**src/rtl/core/gcbp_pkg.sv**
```systemverilog
// ----------------------------------------------------------------------------
// gcbp_pkg
// Types, tag codes and fixed field layouts for the GIF block structure parser.
// ----------------------------------------------------------------------------
`default_nettype none

package gcbp_pkg;

  typedef enum logic [4:0] {
    PH_HDR, PH_LSD, PH_GTAB, PH_SELECT, PH_LABEL, PH_PT, PH_PT_LEN, PH_PT_DATA,
    PH_GCE, PH_APP, PH_APP_LEN, PH_APP_DATA, PH_COM_LEN, PH_COM_DATA, PH_IMD,
    PH_LTAB, PH_LZW, PH_IMG_LEN, PH_IMG_DATA, PH_AFTER_IMG, PH_ERR, PH_DONE
  } phase_t;

  // section codes
  localparam logic [3:0] SEC_HEADER  = 4'd0;
  localparam logic [3:0] SEC_SCREEN  = 4'd1;
  localparam logic [3:0] SEC_TABLE   = 4'd2;
  localparam logic [3:0] SEC_EXT     = 4'd3;
  localparam logic [3:0] SEC_PTEXT   = 4'd4;
  localparam logic [3:0] SEC_GCTRL   = 4'd5;
  localparam logic [3:0] SEC_APP     = 4'd6;
  localparam logic [3:0] SEC_COMMENT = 4'd7;
  localparam logic [3:0] SEC_IMGDESC = 4'd8;
  localparam logic [3:0] SEC_IMGDATA = 4'd9;
  localparam logic [3:0] SEC_TRAILER = 4'd10;
  localparam logic [3:0] SEC_ERROR   = 4'd11;
  localparam logic [3:0] SEC_DONE    = 4'd12;

  // field codes outside the fixed layouts
  localparam logic [3:0] FC_NONE       = 4'd0;
  localparam logic [3:0] FC_TAB_GLOBAL = 4'd0;
  localparam logic [3:0] FC_TAB_LOCAL  = 4'd1;
  localparam logic [3:0] FC_EXT_INTRO  = 4'd0;
  localparam logic [3:0] FC_EXT_LABEL  = 4'd1;
  localparam logic [3:0] FC_LZW_MIN    = 4'd0;
  // sub-block length code; payload is one above, terminator two above
  localparam logic [3:0] FC_PT_LEN     = 4'd9;
  localparam logic [3:0] FC_APP_LEN    = 4'd3;
  localparam logic [3:0] FC_COM_LEN    = 4'd0;
  localparam logic [3:0] FC_IMG_LEN    = 4'd1;
  localparam logic [3:0] FC_DATA_OFS   = 4'd1;
  localparam logic [3:0] FC_TERM_OFS   = 4'd2;

  // byte values
  localparam logic [7:0] BYTE_INTRO    = 8'h21;
  localparam logic [7:0] BYTE_TRAILER  = 8'h3b;
  localparam logic [7:0] LBL_PTEXT     = 8'h01;
  localparam logic [7:0] LBL_GCTRL     = 8'hf9;
  localparam logic [7:0] LBL_APP       = 8'hff;
  localparam logic [7:0] LBL_COMMENT   = 8'hfe;

  // last header position and last positions of the fixed layouts
  localparam logic [3:0] HDR_LAST = 4'd5;
  localparam logic [3:0] LSD_LAST = 4'd6;
  localparam logic [3:0] PT_LAST  = 4'd12;
  localparam logic [3:0] GCE_LAST = 4'd5;
  localparam logic [3:0] APP_LAST = 4'd11;
  localparam logic [3:0] IMD_LAST = 4'd9;
  localparam logic [3:0] LSD_PACKED_POS = 4'd4;
  localparam logic [3:0] IMD_PACKED_POS = 4'd9;

  // layout entry: [3:0] field code, [4] low byte, [5] high byte, [6] terminator
  localparam int KIND_LOW  = 4;
  localparam int KIND_HIGH = 5;
  localparam int KIND_TERM = 6;

  function automatic logic [6:0] lay_lsd(input logic [3:0] pos);
    logic [6:0] e;
    unique case (pos)
      4'd0: e = 7'h10;
      4'd1: e = 7'h20;
      4'd2: e = 7'h11;
      4'd3: e = 7'h21;
      4'd4: e = 7'h02;
      4'd5: e = 7'h03;
      4'd6: e = 7'h04;
      default: e = 7'h00;
    endcase
    return e;
  endfunction

  function automatic logic [6:0] lay_pt(input logic [3:0] pos);
    logic [6:0] e;
    unique case (pos)
      4'd0:  e = 7'h00;
      4'd1:  e = 7'h11;
      4'd2:  e = 7'h21;
      4'd3:  e = 7'h12;
      4'd4:  e = 7'h22;
      4'd5:  e = 7'h13;
      4'd6:  e = 7'h23;
      4'd7:  e = 7'h14;
      4'd8:  e = 7'h24;
      4'd9:  e = 7'h05;
      4'd10: e = 7'h06;
      4'd11: e = 7'h07;
      4'd12: e = 7'h08;
      default: e = 7'h00;
    endcase
    return e;
  endfunction

  function automatic logic [6:0] lay_gce(input logic [3:0] pos);
    logic [6:0] e;
    unique case (pos)
      4'd0: e = 7'h00;
      4'd1: e = 7'h01;
      4'd2: e = 7'h12;
      4'd3: e = 7'h22;
      4'd4: e = 7'h03;
      4'd5: e = 7'h44;
      default: e = 7'h00;
    endcase
    return e;
  endfunction

  function automatic logic [6:0] lay_app(input logic [3:0] pos);
    logic [6:0] e;
    if (pos == 4'd0) begin
      e = 7'h00;
    end else if (pos <= 4'd8) begin
      e = 7'h01;
    end else if (pos <= APP_LAST) begin
      e = 7'h02;
    end else begin
      e = 7'h00;
    end
    return e;
  endfunction

  function automatic logic [6:0] lay_imd(input logic [3:0] pos);
    logic [6:0] e;
    unique case (pos)
      4'd0: e = 7'h00;
      4'd1: e = 7'h11;
      4'd2: e = 7'h21;
      4'd3: e = 7'h12;
      4'd4: e = 7'h22;
      4'd5: e = 7'h13;
      4'd6: e = 7'h23;
      4'd7: e = 7'h14;
      4'd8: e = 7'h24;
      4'd9: e = 7'h05;
      default: e = 7'h00;
    endcase
    return e;
  endfunction

  // entry count of a colour table from a packed byte, zero when absent
  function automatic logic [8:0] table_size(input logic [7:0] packed_byte);
    logic [8:0] n;
    if (packed_byte[7]) begin
      n = 9'd2 << packed_byte[2:0];
    end else begin
      n = 9'd0;
    end
    return n;
  endfunction

endpackage

`default_nettype wire

```
**src/rtl/core/gif_container_block_parser.sv**
```systemverilog
// ----------------------------------------------------------------------------
// gif_container_block_parser
// Tags each byte of a GIF stream with its section, field and table position.
// ----------------------------------------------------------------------------
// an accepted byte's tag is registered and shows on the output in the next cycle
// throughput: one byte per cycle while the output is not stalled; the block state updates once per byte
// a waiting tag holds the input off; a new byte enters in the cycle it leaves
// reset (rst, synchronous): header phase, counters and sticky flags cleared,
// output empty
`default_nettype none

module gif_container_block_parser
  import gcbp_pkg::*;
(
  input  wire logic        clk,
  input  wire logic        rst,
  input  wire logic        in_valid,
  output logic             in_ready,
  input  wire logic [7:0]  data_byte,
  output logic             out_valid,
  input  wire logic        out_ready,
  output logic [7:0]       raw_byte,
  output logic [3:0]       section,
  output logic [3:0]       field_code,
  output logic [15:0]      field_value,
  output logic             value_done,
  output logic [7:0]       table_entry,
  output logic [1:0]       color_part,
  output logic             sub_block_data,
  output logic             chain_end,
  output logic             bad_label,
  output logic             stream_done
);

  phase_t      phase, phase_next;
  logic [3:0]  field_counter, field_counter_next;
  logic [7:0]  tab_entry, tab_entry_next;
  logic [1:0]  tab_part, tab_part_next;
  logic [8:0]  table_entries, table_entries_next;
  logic [7:0]  sub_block_left, sub_block_left_next;
  logic [7:0]  low_byte_hold, low_byte_hold_next;
  logic        error_latch, error_latch_next;
  logic        done_latch, done_latch_next;

  logic        accept;
  logic [7:0]  b;
  logic [6:0]  lay;
  logic [3:0]  lay_last;
  logic        lay_end;
  logic        tab_end;
  logic        blk_intro;

  logic [3:0]  t_section, t_code;
  logic [15:0] t_value;
  logic        t_done, t_sbd, t_cend;

  assign b         = data_byte;
  assign in_ready  = !out_valid || out_ready;
  assign accept    = in_valid && in_ready;
  assign blk_intro = (b == BYTE_INTRO);
  assign tab_end   = (tab_part == 2'd2) && (({1'b0, tab_entry} + 9'd1) == table_entries);

  // layout entry for the current byte; a block start reads the first image field
  always_comb begin
    lay      = 7'h00;
    lay_last = 4'd0;
    unique case (phase)
      PH_LSD: begin
        lay      = lay_lsd(field_counter);
        lay_last = LSD_LAST;
      end
      PH_PT: begin
        lay      = lay_pt(field_counter);
        lay_last = PT_LAST;
      end
      PH_GCE: begin
        lay      = lay_gce(field_counter);
        lay_last = GCE_LAST;
      end
      PH_APP: begin
        lay      = lay_app(field_counter);
        lay_last = APP_LAST;
      end
      PH_IMD: begin
        lay      = lay_imd(field_counter);
        lay_last = IMD_LAST;
      end
      PH_SELECT, PH_AFTER_IMG: begin
        lay      = lay_imd(4'd0);
        lay_last = IMD_LAST;
      end
      default: begin
        lay      = 7'h00;
        lay_last = 4'd0;
      end
    endcase
  end

  assign lay_end = (field_counter == lay_last);

  // next state
  always_comb begin
    phase_next          = phase;
    field_counter_next  = field_counter;
    tab_entry_next      = tab_entry;
    tab_part_next       = tab_part;
    table_entries_next  = table_entries;
    sub_block_left_next = sub_block_left;
    low_byte_hold_next  = low_byte_hold;
    error_latch_next    = error_latch;
    done_latch_next     = done_latch;

    if (phase == PH_LSD || phase == PH_PT || phase == PH_GCE ||
        phase == PH_APP || phase == PH_IMD) begin
      if (lay[KIND_LOW]) begin
        low_byte_hold_next = b;
      end
      field_counter_next = lay_end ? 4'd0 : field_counter + 4'd1;
    end

    unique case (phase)
      PH_HDR: begin
        field_counter_next = field_counter + 4'd1;
        if (field_counter == HDR_LAST) begin
          field_counter_next = 4'd0;
          phase_next         = PH_LSD;
        end
      end
      PH_LSD: begin
        if (field_counter == LSD_PACKED_POS) begin
          table_entries_next = table_size(b);
        end
        if (lay_end) begin
          tab_entry_next = 8'd0;
          tab_part_next  = 2'd0;
          phase_next     = (table_entries != 9'd0) ? PH_GTAB : PH_SELECT;
        end
      end
      PH_GTAB, PH_LTAB: begin
        if (tab_part == 2'd2) begin
          tab_part_next  = 2'd0;
          tab_entry_next = tab_entry + 8'd1;
        end else begin
          tab_part_next  = tab_part + 2'd1;
        end
        if (tab_end) begin
          tab_part_next  = 2'd0;
          tab_entry_next = 8'd0;
          phase_next     = (phase == PH_GTAB) ? PH_SELECT : PH_LZW;
        end
      end
      PH_SELECT, PH_AFTER_IMG: begin
        if (phase == PH_AFTER_IMG && b == BYTE_TRAILER) begin
          done_latch_next = 1'b1;
          phase_next      = PH_DONE;
        end else if (blk_intro) begin
          phase_next = PH_LABEL;
        end else begin
          // any other byte opens an image descriptor at its separator
          field_counter_next = 4'd1;
          phase_next         = PH_IMD;
        end
      end
      PH_LABEL: begin
        field_counter_next = 4'd0;
        priority case (b)
          LBL_PTEXT:   phase_next = PH_PT;
          LBL_GCTRL:   phase_next = PH_GCE;
          LBL_APP:     phase_next = PH_APP;
          LBL_COMMENT: phase_next = PH_COM_LEN;
          default: begin
            error_latch_next = 1'b1;
            phase_next       = PH_ERR;
          end
        endcase
      end
      PH_PT: begin
        if (lay_end) phase_next = PH_PT_LEN;
      end
      PH_GCE: begin
        if (lay_end) phase_next = PH_SELECT;
      end
      PH_APP: begin
        if (lay_end) phase_next = PH_APP_LEN;
      end
      PH_IMD: begin
        if (field_counter == IMD_PACKED_POS) begin
          table_entries_next = table_size(b);
        end
        if (lay_end) begin
          tab_entry_next = 8'd0;
          tab_part_next  = 2'd0;
          phase_next     = (table_entries_next != 9'd0) ? PH_LTAB : PH_LZW;
        end
      end
      PH_PT_LEN, PH_APP_LEN, PH_COM_LEN, PH_IMG_LEN: begin
        if (b == 8'd0) begin
          unique case (phase)
            PH_PT_LEN:  phase_next = PH_SELECT;
            PH_APP_LEN: phase_next = PH_SELECT;
            PH_COM_LEN: phase_next = PH_SELECT;
            default:    phase_next = PH_AFTER_IMG;
          endcase
        end else begin
          sub_block_left_next = b;
          unique case (phase)
            PH_PT_LEN:  phase_next = PH_PT_DATA;
            PH_APP_LEN: phase_next = PH_APP_DATA;
            PH_COM_LEN: phase_next = PH_COM_DATA;
            default:    phase_next = PH_IMG_DATA;
          endcase
        end
      end
      PH_PT_DATA, PH_APP_DATA, PH_COM_DATA, PH_IMG_DATA: begin
        sub_block_left_next = sub_block_left - 8'd1;
        if (sub_block_left == 8'd1) begin
          unique case (phase)
            PH_PT_DATA:  phase_next = PH_PT_LEN;
            PH_APP_DATA: phase_next = PH_APP_LEN;
            PH_COM_DATA: phase_next = PH_COM_LEN;
            default:     phase_next = PH_IMG_LEN;
          endcase
        end
      end
      PH_LZW: begin
        phase_next = PH_IMG_LEN;
      end
      default: begin
        phase_next = phase;
      end
    endcase
  end

  // tag of the current byte
  always_comb begin
    logic [3:0] len_code;
    logic [3:0] chain_sec;
    len_code  = FC_IMG_LEN;
    chain_sec = SEC_IMGDATA;
    t_section = SEC_ERROR;
    t_code    = FC_NONE;
    t_value   = {8'd0, b};
    t_done    = 1'b1;
    t_sbd     = 1'b0;
    t_cend    = 1'b0;

    unique case (phase)
      PH_PT_LEN, PH_PT_DATA: begin
        len_code  = FC_PT_LEN;
        chain_sec = SEC_PTEXT;
      end
      PH_APP_LEN, PH_APP_DATA: begin
        len_code  = FC_APP_LEN;
        chain_sec = SEC_APP;
      end
      PH_COM_LEN, PH_COM_DATA: begin
        len_code  = FC_COM_LEN;
        chain_sec = SEC_COMMENT;
      end
      default: begin
        len_code  = FC_IMG_LEN;
        chain_sec = SEC_IMGDATA;
      end
    endcase

    unique case (phase)
      PH_HDR: begin
        t_section = SEC_HEADER;
      end
      PH_LSD, PH_PT, PH_GCE, PH_APP, PH_IMD, PH_SELECT, PH_AFTER_IMG: begin
        unique case (phase)
          PH_LSD:  t_section = SEC_SCREEN;
          PH_PT:   t_section = SEC_PTEXT;
          PH_GCE:  t_section = SEC_GCTRL;
          PH_APP:  t_section = SEC_APP;
          default: t_section = SEC_IMGDESC;
        endcase
        t_code = lay[3:0];
        if (lay[KIND_LOW]) begin
          t_done = 1'b0;
        end else if (lay[KIND_HIGH]) begin
          t_value = {b, low_byte_hold};
        end
        t_cend = lay[KIND_TERM];
        if (phase == PH_AFTER_IMG && b == BYTE_TRAILER) begin
          t_section = SEC_TRAILER;
          t_code    = FC_NONE;
        end else if ((phase == PH_SELECT || phase == PH_AFTER_IMG) && blk_intro) begin
          t_section = SEC_EXT;
          t_code    = FC_EXT_INTRO;
        end
      end
      PH_GTAB, PH_LTAB: begin
        t_section = SEC_TABLE;
        t_code    = (phase == PH_GTAB) ? FC_TAB_GLOBAL : FC_TAB_LOCAL;
      end
      PH_LABEL: begin
        t_section = SEC_EXT;
        t_code    = FC_EXT_LABEL;
      end
      PH_PT_LEN, PH_APP_LEN, PH_COM_LEN, PH_IMG_LEN: begin
        t_section = chain_sec;
        if (b == 8'd0) begin
          t_code = len_code + FC_TERM_OFS;
          t_cend = 1'b1;
        end else begin
          t_code = len_code;
        end
      end
      PH_PT_DATA, PH_APP_DATA, PH_COM_DATA, PH_IMG_DATA: begin
        t_section = chain_sec;
        t_code    = len_code + FC_DATA_OFS;
        t_sbd     = 1'b1;
      end
      PH_LZW: begin
        t_section = SEC_IMGDATA;
        t_code    = FC_LZW_MIN;
      end
      PH_DONE: begin
        t_section = SEC_DONE;
        t_value   = 16'd0;
        t_done    = 1'b0;
      end
      default: begin
        t_section = SEC_ERROR;
        t_value   = 16'd0;
        t_done    = 1'b0;
      end
    endcase
  end

  always_ff @(posedge clk) begin
    if (rst) begin
      phase          <= PH_HDR;
      field_counter  <= 4'd0;
      tab_entry      <= 8'd0;
      tab_part       <= 2'd0;
      table_entries  <= 9'd0;
      sub_block_left <= 8'd0;
      low_byte_hold  <= 8'd0;
      error_latch    <= 1'b0;
      done_latch     <= 1'b0;
      out_valid      <= 1'b0;
    end else begin
      if (accept) begin
        phase          <= phase_next;
        field_counter  <= field_counter_next;
        tab_entry      <= tab_entry_next;
        tab_part       <= tab_part_next;
        table_entries  <= table_entries_next;
        sub_block_left <= sub_block_left_next;
        low_byte_hold  <= low_byte_hold_next;
        error_latch    <= error_latch_next;
        done_latch     <= done_latch_next;
        out_valid      <= 1'b1;
      end else if (out_ready) begin
        out_valid <= 1'b0;
      end
    end
  end

  // result register, payload only
  always_ff @(posedge clk) begin
    if (accept) begin
      raw_byte       <= b;
      section        <= t_section;
      field_code     <= t_code;
      field_value    <= t_value;
      value_done     <= t_done;
      table_entry    <= (phase == PH_GTAB || phase == PH_LTAB) ? tab_entry : 8'd0;
      color_part     <= (phase == PH_GTAB || phase == PH_LTAB) ? tab_part : 2'd0;
      sub_block_data <= t_sbd;
      chain_end      <= t_cend;
      bad_label      <= error_latch_next;
      stream_done    <= done_latch_next;
    end
  end

endmodule

`default_nettype wire

```
**config.mk**
```make
export PLATFORM = sky130hd
export DESIGN_NAME = gif_container_block_parser
export DESIGN_NICKNAME = d
export VERILOG_FILES = /design/src/rtl/core/gcbp_pkg.sv /design/src/rtl/core/gif_container_block_parser.sv
export SDC_FILE = /design/constraint.sdc
export NUM_CORES = 1
export LEC_CHECK = 0
export BUFFER_PORTS_ARGS = -buffer_cell sky130_fd_sc_hd__buf_2
export CAP_MARGIN = 30
export CORE_ASPECT_RATIO = 0.7
export CORE_MARGIN = 5
export CORE_UTILIZATION = 38
export CTS_BUF_LIST = sky130_fd_sc_hd__clkbuf_16
export CTS_CLUSTER_SIZE = 24
export DETAILED_ROUTE_END_ITERATION = 16
export HOLD_SLACK_MARGIN = 0.1
export PLACE_DENSITY_LB_ADDON = 0.05
export SLEW_MARGIN = 5
export SYNTH_ARGS = -nofsm -noshare
export SYNTH_HDL_FRONTEND = slang
export SYNTH_SLANG_ARGS = --single-unit
```
**constraint.sdc**
```tcl
create_clock -name clk -period 4.2 [get_ports clk]
set_input_delay 0.42 -clock clk [delete_from_list [all_inputs] [get_ports clk]]
set_output_delay 0.42 -clock clk [all_outputs]
set_load 0.02 [all_outputs]
```
==> results.sh, run 1 <==
export IMPL_root_buffer="clkbuf_16"
export IMPL_htreeDepth=3
export IMPL_cts_buffers=9
export IMPL_fp_dieH_microns=115
export IMPL_synth_top_family_by_area="simple AND/OR/NAND/NOR gates"
export IMPL_layout_nets=742
export IMPL_syn_area_sq_mm=0.00598
export IMPL_place_congestion=0.915
export IMPL_finalSetupTns_ns=0
export IMPL_clk_pin_slew_worst_paths_ns=0.07
export IMPL_synth_xor_area_share_pct=3.47
export IMPL_core_sq_mm=0.0155
export IMPL_drive_gt1_share_pct=16.6
export IMPL_cts_tree="done"
export IMPL_cp_end_kind="register"
export IMPL_grt_max_degree=46
export IMPL_drt_iter0_drc=439
export IMPL_routed_wl_microns=17300
export IMPL_timing_max_cap_violations=0
export IMPL_synth_top_cell_by_area="edfxtp_1"
export IMPL_utilization_pct=43.5
export IMPL_fillerInstances=1515
export IMPL_start_kind="register"
export IMPL_wire_per_inst_microns=18.7
export IMPL_clk_latency_ns=0.35
export IMPL_antenna_found_initial=0
export IMPL_dr_pass1_iters=5
export IMPL_crit_type="reg2reg"
export IMPL_area_growth_pct=12.2
export IMPL_critPathMaxFanout=18
export IMPL_num_vias=5241
export IMPL_yosysWarnings=0
export IMPL_met2_usage_pct=28.7
export IMPL_ios=61
export IMPL_finalSetupViolCount=0
export IMPL_clock_path_buffers=2
export IMPL_grt_util_met3_pct=3.51
export IMPL_hold_class="in2reg"
export IMPL_ys_ff_latch=103
export IMPL_relSlewSlack_pct=44.4
export IMPL_post_cts_resized=0
export IMPL_async_flop_share_pct=0
export IMPL_grt_usage_pct=18.7
export IMPL_hold_viol_final=0
export IMPL_cell_internal_pwr_uw=1730
export IMPL_layout_area_seq_sq_mm=0.00253
export IMPL_fmax_mhz=277
export IMPL_overflow=0
export IMPL_top_usage_layer="met2"
export IMPL_leakage_uw=0.00248
export IMPL_grt_pass1_wl_microns=27600
export IMPL_clock_sinks=103
export IMPL_clock_skew_ns=0.00962
export IMPL_syn_nets=704
export IMPL_ys_flop_type="dfxtp_1"
export IMPL_synth_area_per_cell_sq_um=8.81
export IMPL_cts_hold_buf=0
export IMPL_grt_use_met1_pct=27.7
export IMPL_rsz0062_at_grt="false"
export IMPL_synth_edf_count=47
export IMPL_rows=38
export IMPL_finalMaxSlewViolations=0
export IMPL_ys_seq_area_share_pct=42.3
export IMPL_arrival_ns=3.88
export IMPL_worst_pin_slew_ns=0.829
export IMPL_port_buffers=60
export IMPL_die_w_microns=160
export IMPL_period_needed_ns=3.61
export IMPL_sequentialPowerShare_pct=44.9
export IMPL_synth_fa_ha_area_share_pct=2.89
export IMPL_dp_hpwl_microns=12500
export IMPL_floorplan_initialDensity_pct=38.7
export IMPL_synth_top_area_share_pct=23.6
export IMPL_die_area_sq_mm=0.0184
export IMPL_multi_input_area_sq_mm=0.00309
export IMPL_drcViolationCount=0
export IMPL_critPathRequiredTime_ns=4.47
export IMPL_synth_simple_gate_area_share_pct=23.6
export IMPL_status="finished, final reports clean"
export IMPL_powerDensity_mw_per_mm2=390
export IMPL_netlist_cell_type_count=86
export IMPL_avgViaCountPerCell=5.68
export IMPL_antennaDiodeCount=0
export IMPL_power_frac_clock_pct=31.1
export IMPL_synthMuxAreaShare_pct=1.88
export IMPL_p_switching_uw=889
export IMPL_ir_drop_v=0.000180
export IMPL_switching_share_pct=34.0
export IMPL_ant_nets=0
export IMPL_combPwrFrac_pct=24.1
export IMPL_grt_pass1_vias=5063
export IMPL_synthTopCellsByArea="edfxtp_1, dfxtp_1, nor2_1"
export IMPL_synthCells=679
export IMPL_period_share_pct=86.0
export IMPL_synth_compound_area_share_pct=19.9
export IMPL_timing_hold_ws_ns=0.313
export IMPL_post_cts_buffers=0
-- metal layers --
metal / share of wire (%) / vias up
met3: 6.3 / 11
met1: 50 / 2508
li1: - / 2535
met5: 0 / -
met2: 43 / 187
met4: 0.79 / 0
-- path summary, 6_finish.rpt --
| kind | cells past startpoint | endpoint | start | slack (ns) |
|---|---|---|---|---|
| min reg2reg | 2 | error_latch | error_latch | 0.47 |
| max reg2reg | 10 | register | phase[0] | 0.59 |
| max | 10 | register | phase[0] | 0.59 |
| min | 3 | out_valid | in_valid | 0.31 |
-- power groups by stage --
stage / registers (uW) / clock network [uW] / logic (uW)
2_1_floorplan: 1200 / 0 / 427
3_3_place_gp: 1190 / 0 / 620
3_5_place_dp: 1200 / 0 / 618
4_1_cts: 1170 / 838 / 621
5_1_grt: 1180 / 867 / 690
6_report: 1170 / 814 / 630
-- cells in the final DEF, fill, tap and decap left out, types with 3 or more instances in the layout --
| cell type | n |
|---|---|
| a211oi_1 | 7 |
| mux2i_1 | 9 |
| nor2_1 | 73 |
| a221oi_1 | 5 |
| o211ai_1 | 6 |
| xnor3_1 | 3 |
| nand3b_1 | 3 |
| nor2b_1 | 10 |
| inv_1 | 31 |
| dfxtp_1 | 56 |
| xor2_1 | 5 |
| clkbuf_16 | 9 |
| a31o_2 | 3 |
| and4_1 | 5 |
| nor3b_1 | 3 |
| and2_1 | 18 |
| nor4_1 | 5 |
| a32oi_1 | 5 |
| xnor2_1 | 11 |
| a21oi_1 | 41 |
| nand3_1 | 21 |
| buf_4 | 17 |
| nand2_1 | 72 |
| and3_1 | 7 |
| a22oi_1 | 7 |
| nor3_1 | 22 |
| edfxtp_1 | 47 |
| o31ai_1 | 4 |
| o21ai_1 | 4 |
| o22ai_1 | 7 |
| ha_1 | 13 |
| a31oi_1 | 10 |
| nor4b_2 | 3 |
| buf_2 | 60 |
| or3_1 | 3 |
| o21ai_0 | 39 |
| nand2b_1 | 9 |
-- worst max-delay path: stages (launching register included) --
cell and delay [ns]:
dfxtp_1 0.75, or3b_1 0.49, a211oi_2 0.32, nor3_2 0.11
xor2_1 0.31, a2111oi_0 0.18, o31ai_2 0.52, inv_1 0.18
ha_1 0.24, mux2_1 0.30, o22ai_1 0.14
-- through the flow --
| stage | worst slack [ns] | power [uW] | instance area (sq um) | instances |
|---|---|---|---|---|
| floorplan | 0.475 | 1620 | 5980 | 679 |
| finish | 0.586 | 2620 | 6720 | 922 |
| global route | 0.244 | 2740 | 6720 | 922 |
| CTS | 0.659 | 2630 | 6720 | 922 |
| detailed placement | 0.699 | 1810 | 6430 | 906 |
| global placement | 0.883 | 1810 | 6430 | 906 |
-- cells in the mapped netlist, types with 4 or more instances --
cell      number
nor2_1        73
a32oi_1        5
a22oi_1        7
and3_1         7
o211ai_1       6
a221oi_1       5
nand2b_1       9
o21ai_0       39
nand3_1       21
o31ai_1        4
xor2_1         5
nand2_1       72
xnor2_1       11
and2_1        18
edfxtp_1      47
a21oi_1       41
o22ai_1        7
nor4_1         5
dfxtp_1       56
nor3_1        22
buf_2          9
ha_1          13
inv_1         31
o21ai_1        4
and4_1         5
mux2i_1        9
a31oi_1       10
a211oi_1       7
clkbuf_1      32
nor2b_1       10
-- registers in the layout (all words and copies together), names as in the netlist, named ones only --
signal and flops:
table_entry 8, raw_byte 8, field_code 4, value_done 1, table_entries 9, tab_entry 8
field_value 16, sub_block_data 1, phase 5, chain_end 1, bad_label 1, tab_part 2
error_latch 1, stream_done 1, field_counter 4, done_latch 1, out_valid 1, color_part 2
section 4, low_byte_hold 8, sub_block_left 8
-- cells by family after synthesis --
logic type | after synthesis
adder cells (fa/ha/maj) | 14
flip-flops | 103
XOR/XNOR | 19
multiplexers | 11
buffers and inverters | 83
AND/OR/NAND/NOR | 275
AO/OA/AOI/OAI | 174
-- area by class of cell --
type | count | area share [%]
repair buffers | 77 | 6.37
clock buffers | 9 | 3.35
inverters | 33 | 1.84
clock inverters | 7 | 0.913
multi-input cells | 493 | 46.1
well taps | 200 | 3.73
flip-flops and latches | 103 | 37.7
Note: power is estimated with default switching activity, not from simulation.
==> run 2: changes to the inputs <==
--- a/config.mk
+++ b/config.mk
@@ -9,12 +9,13 @@
 export CAP_MARGIN = 30
 export CORE_ASPECT_RATIO = 0.7
 export CORE_MARGIN = 5
-export CORE_UTILIZATION = 38
+export CORE_UTILIZATION = 45
 export CTS_BUF_LIST = sky130_fd_sc_hd__clkbuf_16
 export CTS_CLUSTER_SIZE = 24
 export DETAILED_ROUTE_END_ITERATION = 16
 export HOLD_SLACK_MARGIN = 0.1
 export PLACE_DENSITY_LB_ADDON = 0.05
+export RECOVER_POWER = 25
 export SLEW_MARGIN = 5
 export SYNTH_ARGS = -nofsm -noshare
 export SYNTH_HDL_FRONTEND = slang
==> run 2 against run 1 <==
The run now ends with capacitance limit, slew limit left. Power is 2.1% higher. Non-clock buffer count unchanged. Clock power increased by 9.5%. Largest cell class unchanged. Register-to-register slack lost 0.02 ns. Design area fell by 1.1%. Global-route usage grew 2.4 points. First-iteration DRC count up 11%. Combinational power shrank 3%.
==> results.sh, run 2 (synthesis results as in run 1) <==
export IMPL_antennaDiodeCount=0
export IMPL_clock_path_buffers=2
export IMPL_clk_pin_slew_worst_paths_ns=0.07
export IMPL_layout_nets=742
export IMPL_port_buffers=60
export IMPL_reg2reg_depth=10
export IMPL_top_usage_layer="met1"
export IMPL_finalSetupTns_ns=0
export IMPL_critPathRequiredTime_ns=4.46
export IMPL_largest_reg_flops=16
export IMPL_routed_wl_microns=16100
export IMPL_crit_buf_inv=1
export IMPL_clock_sinks=103
export IMPL_holdPathStages=3
export IMPL_period_share_pct=86.4
export IMPL_rows=35
export IMPL_post_cts_buffers=0
export IMPL_relSlewSlack_pct=-56.0
export IMPL_drt_iter0_drc=486
export IMPL_root_buffer="clkbuf_16"
export IMPL_top_regs="field_value (16), table_entries (9)"
export IMPL_finalSetupViolCount=0
export IMPL_place_congestion=0.940
export IMPL_grt_max_degree=46
export IMPL_antenna_found_initial=0
export IMPL_dr_pass1_iters=5
export IMPL_cts_tree="done"
export IMPL_regMostFlops="field_value"
export IMPL_grt_pass1_vias=4908
export IMPL_path_depth=10
export IMPL_ios=61
export IMPL_arrival_ns=3.89
export IMPL_clock_skew_ns=0.00776
export IMPL_hold_viol_final=0
export IMPL_ir_drop_v=0.000191
export IMPL_grt_util_met3_pct=4.30
export IMPL_critPathMaxStageDelay_ns=0.84
export IMPL_grt_pass1_wl_microns=26400
export IMPL_period_needed_ns=3.63
export IMPL_start_kind="register"
export IMPL_path_cells="or3b_1 > a211oi_2 > nor3_2 > xor2_1 > a2111oi_0 > o31ai_2 > inv_1 > ha_1 > mux2_1 > o22ai_1"
export IMPL_area_growth_pct=11.0
export IMPL_status="complete, but fails checks"
export IMPL_grt_usage_pct=21.1
export IMPL_violations="capacitance limit, slew limit"
export IMPL_post_cts_resized=0
export IMPL_dp_hpwl_microns=11500
export IMPL_hold_class="in2reg"
export IMPL_layout_commonest_cell="nor2_1"
export IMPL_clk_latency_ns=0.35
export IMPL_drcViolationCount=0
export IMPL_cts_buffers=9
export IMPL_grt_use_met1_pct=31.9
export IMPL_timing_max_cap_violations=1
export IMPL_met2_usage_pct=30.3
export IMPL_floorplan_initialDensity_pct=45.7
export IMPL_die_area_sq_mm=0.0157
export IMPL_htreeDepth=3
export IMPL_finalMaxSlewViolations=46
export IMPL_die_w_microns=148
export IMPL_fp_dieH_microns=106
export IMPL_timing_hold_ws_ns=0.311
export IMPL_wire_per_inst_microns=18.2
export IMPL_critPathMaxFanout=23
export IMPL_cts_hold_buf=0
export IMPL_overflow=0
export IMPL_crit_type="reg2reg"
export IMPL_slowest_stage="dfxtp_1"
export IMPL_fillerInstances=1235
export IMPL_avgViaCountPerCell=5.92
export IMPL_powerDensity_mw_per_mm2=402
export IMPL_cp_end_kind="register"
export IMPL_core_sq_mm=0.0131
export IMPL_rsz0062_at_grt="false"
export IMPL_critPathTopFamily="compound AO/OA/AOI/OAI gates"
export IMPL_layout_common_cells="nor2_1, nand2_1, dfxtp_1"
export IMPL_ant_nets=0
export IMPL_leakage_uw=0.00235
export IMPL_num_vias=5257
export IMPL_fmax_mhz=276
export IMPL_drive_gt1_share_pct=9.97
export IMPL_worst_pin_slew_ns=2.34
==> run 2: stage by stage <==
stage               setup WS [ns]  util [%]  power, uW  std cells  area, sq um
floorplan                   0.475         -       1620        679         5980
global placement            0.825      48.8       1800        872         6390
detailed placement          0.649      48.8       1800        872         6390
CTS                         0.630      51.2       2690        888         6710
global route                0.184      50.7       2820        888         6640
finish                      0.571      50.7       2670        888         6640
==> run 2: worst reg2reg max path: stages (launching register included) <==
cell	delay (ns)
dfxtp_1	0.84
or3b_1	0.49
a211oi_2	0.32
nor3_2	0.11
xor2_1	0.27
a2111oi_0	0.18
o31ai_2	0.49
inv_1	0.18
ha_1	0.23
mux2_1	0.30
o22ai_1	0.13
==> run 2: layer usage <==
layer / share of wire (%) / routed length [microns]
met5: 0 / 0
met4: 1.8 / 290
met3: 8.0 / 1290
met2: 41 / 6640
met1: 49 / 7920
==> run 2: path summary, 6_finish.rpt <==
check | startpoint | end | slack (ns)
worst min register to register | done_latch | done_latch | 0.48
worst max register to register | phase[0] | register | 0.57
worst max-delay path | phase[0] | register | 0.57
worst min-delay path | in_valid | out_valid | 0.31
==> run 2: report_power, final <==
group,internal (uW),switching (uW)
Clock,481,410
Sequential,1110,57.6
Combinational,198,414
==> run 2: layout make-up <==
class	count	area (sq um)	share of cell area [%]
flip-flops and latches	103	2530	38.1
clock inverters	7	95.1	1.43
clock buffers	9	225	3.39
repair buffers	77	364	5.48
well taps	166	208	3.13
inverters	33	124	1.86
multi-input cells	493	3090	46.6
==> run 3: changes to the inputs <==
--- a/config.mk
+++ b/config.mk
@@ -15,7 +15,6 @@
 export DETAILED_ROUTE_END_ITERATION = 16
 export HOLD_SLACK_MARGIN = 0.1
 export PLACE_DENSITY_LB_ADDON = 0.05
-export RECOVER_POWER = 25
 export SLEW_MARGIN = 5
 export SYNTH_ARGS = -nofsm -noshare
 export SYNTH_HDL_FRONTEND = slang
==> run 3 against run 2 <==
The flow now finishes without violations. Utilization is 0.49 points higher. Global-route usage unchanged. Die area unchanged. Cell count unchanged. Largest power group unchanged. Highest routed layer unchanged.
==> results.sh, run 3 (synthesis results as in run 1) <==
export IMPL_status="finished, final reports clean"
export IMPL_layout_nets=742
export IMPL_dp_hpwl_microns=11500
export IMPL_grt_usage_pct=21.1
export IMPL_ant_nets=0
export IMPL_grt_pass1_vias=4908
export IMPL_timing_max_cap_violations=0
export IMPL_cts_hold_buf=0
export IMPL_floorplan_initialDensity_pct=45.7
export IMPL_switching_share_pct=32.9
export IMPL_largest_reg_flops=16
export IMPL_die_area_sq_mm=0.0157
export IMPL_relSlewSlack_pct=42.9
export IMPL_grt_max_degree=46
export IMPL_finalSetupTns_ns=0
export IMPL_powerDensity_mw_per_mm2=400
export IMPL_power_frac_clock_pct=33.3
export IMPL_clock_skew_ns=0.00883
export IMPL_fmax_mhz=277
export IMPL_cell_internal_pwr_uw=1800
export IMPL_cts_tree="done"
export IMPL_period_share_pct=85.8
export IMPL_die_w_microns=148
export IMPL_start_kind="register"
export IMPL_drcViolationCount=0
export IMPL_layout_common_cells="nor2_1, nand2_1, buf_2"
export IMPL_rsz0062_at_grt="false"
export IMPL_drive_gt1_share_pct=16.8
export IMPL_cp_end_kind="register"
export IMPL_fp_dieH_microns=106
export IMPL_dr_pass1_iters=5
export IMPL_ir_drop_v=0.000190
export IMPL_finalSetupViolCount=0
export IMPL_drt_iter0_drc=493
export IMPL_arrival_ns=3.88
export IMPL_p_switching_uw=881
export IMPL_combPwrFrac_pct=23.1
export IMPL_critPathMaxFanout=23
export IMPL_post_cts_resized=0
export IMPL_hold_viol_final=0
export IMPL_num_vias=5248
export IMPL_final_area_sq_mm=0.00671
export IMPL_clock_path_buffers=2
export IMPL_area_growth_pct=12.1
export IMPL_regMostFlops="field_value"
export IMPL_avgViaCountPerCell=5.91
export IMPL_place_congestion=0.940
export IMPL_htreeDepth=3
export IMPL_leakage_uw=0.00250
export IMPL_place_area_sq_mm=0.00639
export IMPL_ios=61
export IMPL_root_buffer="clkbuf_16"
export IMPL_antenna_found_initial=0
export IMPL_post_cts_buffers=0
export IMPL_crit_type="reg2reg"
export IMPL_clk_latency_ns=0.35
export IMPL_clock_sinks=103
export IMPL_overflow=0
export IMPL_cts_buffers=9
export IMPL_rows=35
export IMPL_sequentialPowerShare_pct=43.6
export IMPL_core_sq_mm=0.0131
export IMPL_port_buffers=60
export IMPL_critPathRequiredTime_ns=4.47
export IMPL_routed_wl_microns=16100
export IMPL_wire_per_inst_microns=18.2
export IMPL_top_regs="field_value (16), table_entries (9)"
export IMPL_period_needed_ns=3.61
export IMPL_clk_pin_slew_worst_paths_ns=0.07
export IMPL_layout_commonest_cell="nor2_1"
export IMPL_antennaDiodeCount=0
export IMPL_grt_pass1_wl_microns=26400
export IMPL_finalMaxSlewViolations=0
export IMPL_worst_pin_slew_ns=0.850
export IMPL_hold_class="in2reg"
[run 3: cell types whose count changed in the layout (fill, tap and decap cells not counted), sizes merged]
cell / change
buf: +49
clkbuf: -49
[run 3: metal layers]
layer / vias up / GRT usage [%] / routed length (microns)
met2: 217 / 30.3 / 6660
met4: 0 / 5.80 / 271
met3: 25 / 4.30 / 1240
li1: 2513 / - / -
met1: 2493 / 31.9 / 7970
met5: - / 0 / 0
[run 3: worst max-delay path, stage by stage, from the launching register on]
cell and delay (ns):
dfxtp_1 0.84, or3b_1 0.48, a211oi_2 0.31, nor3_2 0.11
xor2_1 0.27, a2111oi_0 0.18, o31ai_2 0.49, inv_1 0.18
ha_1 0.23, mux2_1 0.30, o22ai_1 0.13
[run 3: cell type report]
cell class	instances	area, sq um
Sequential cell	103	2530
Clock inverter	7	95.1
Tap cell	166	208
Inverter	33	124
Clock buffer	9	225
Fill cell	1198	6390
Multi-Input combinational cell	493	3090
Timing Repair Buffer	77	428
[run 3: worst paths after layout]
check             depth (start not counted)  slack (ns)       start         end
setup reg to reg                         10        0.59    phase[0]    register
hold / removal                            3        0.31    in_valid   out_valid
setup / recovery                         10        0.59    phase[0]    register
hold reg to reg                           2        0.47  done_latch  done_latch
[run 3: power groups by stage]
stage / combinational (uW) / sequential, uW / clock (uW)
6_report: 620 / 1170 / 892
3_3_place_gp: 606 / 1190 / 0
2_1_floorplan: 427 / 1200 / 0
5_1_grt: 684 / 1180 / 962
4_1_cts: 609 / 1170 / 914
3_5_place_dp: 606 / 1190 / 0
[run 3: metrics by stage]
stage	hold slack [ns]	total power (uW)	worst slack [ns]	instances	utilization, %
floorplan	0.429	1620	0.475	679	-
global placement	0.440	1800	0.825	872	48.8
detailed placement	0.454	1800	0.649	872	48.8
CTS	0.306	2690	0.630	888	51.2
global route	0.327	2820	0.197	888	51.2
finish	0.313	2680	0.594	888	51.2
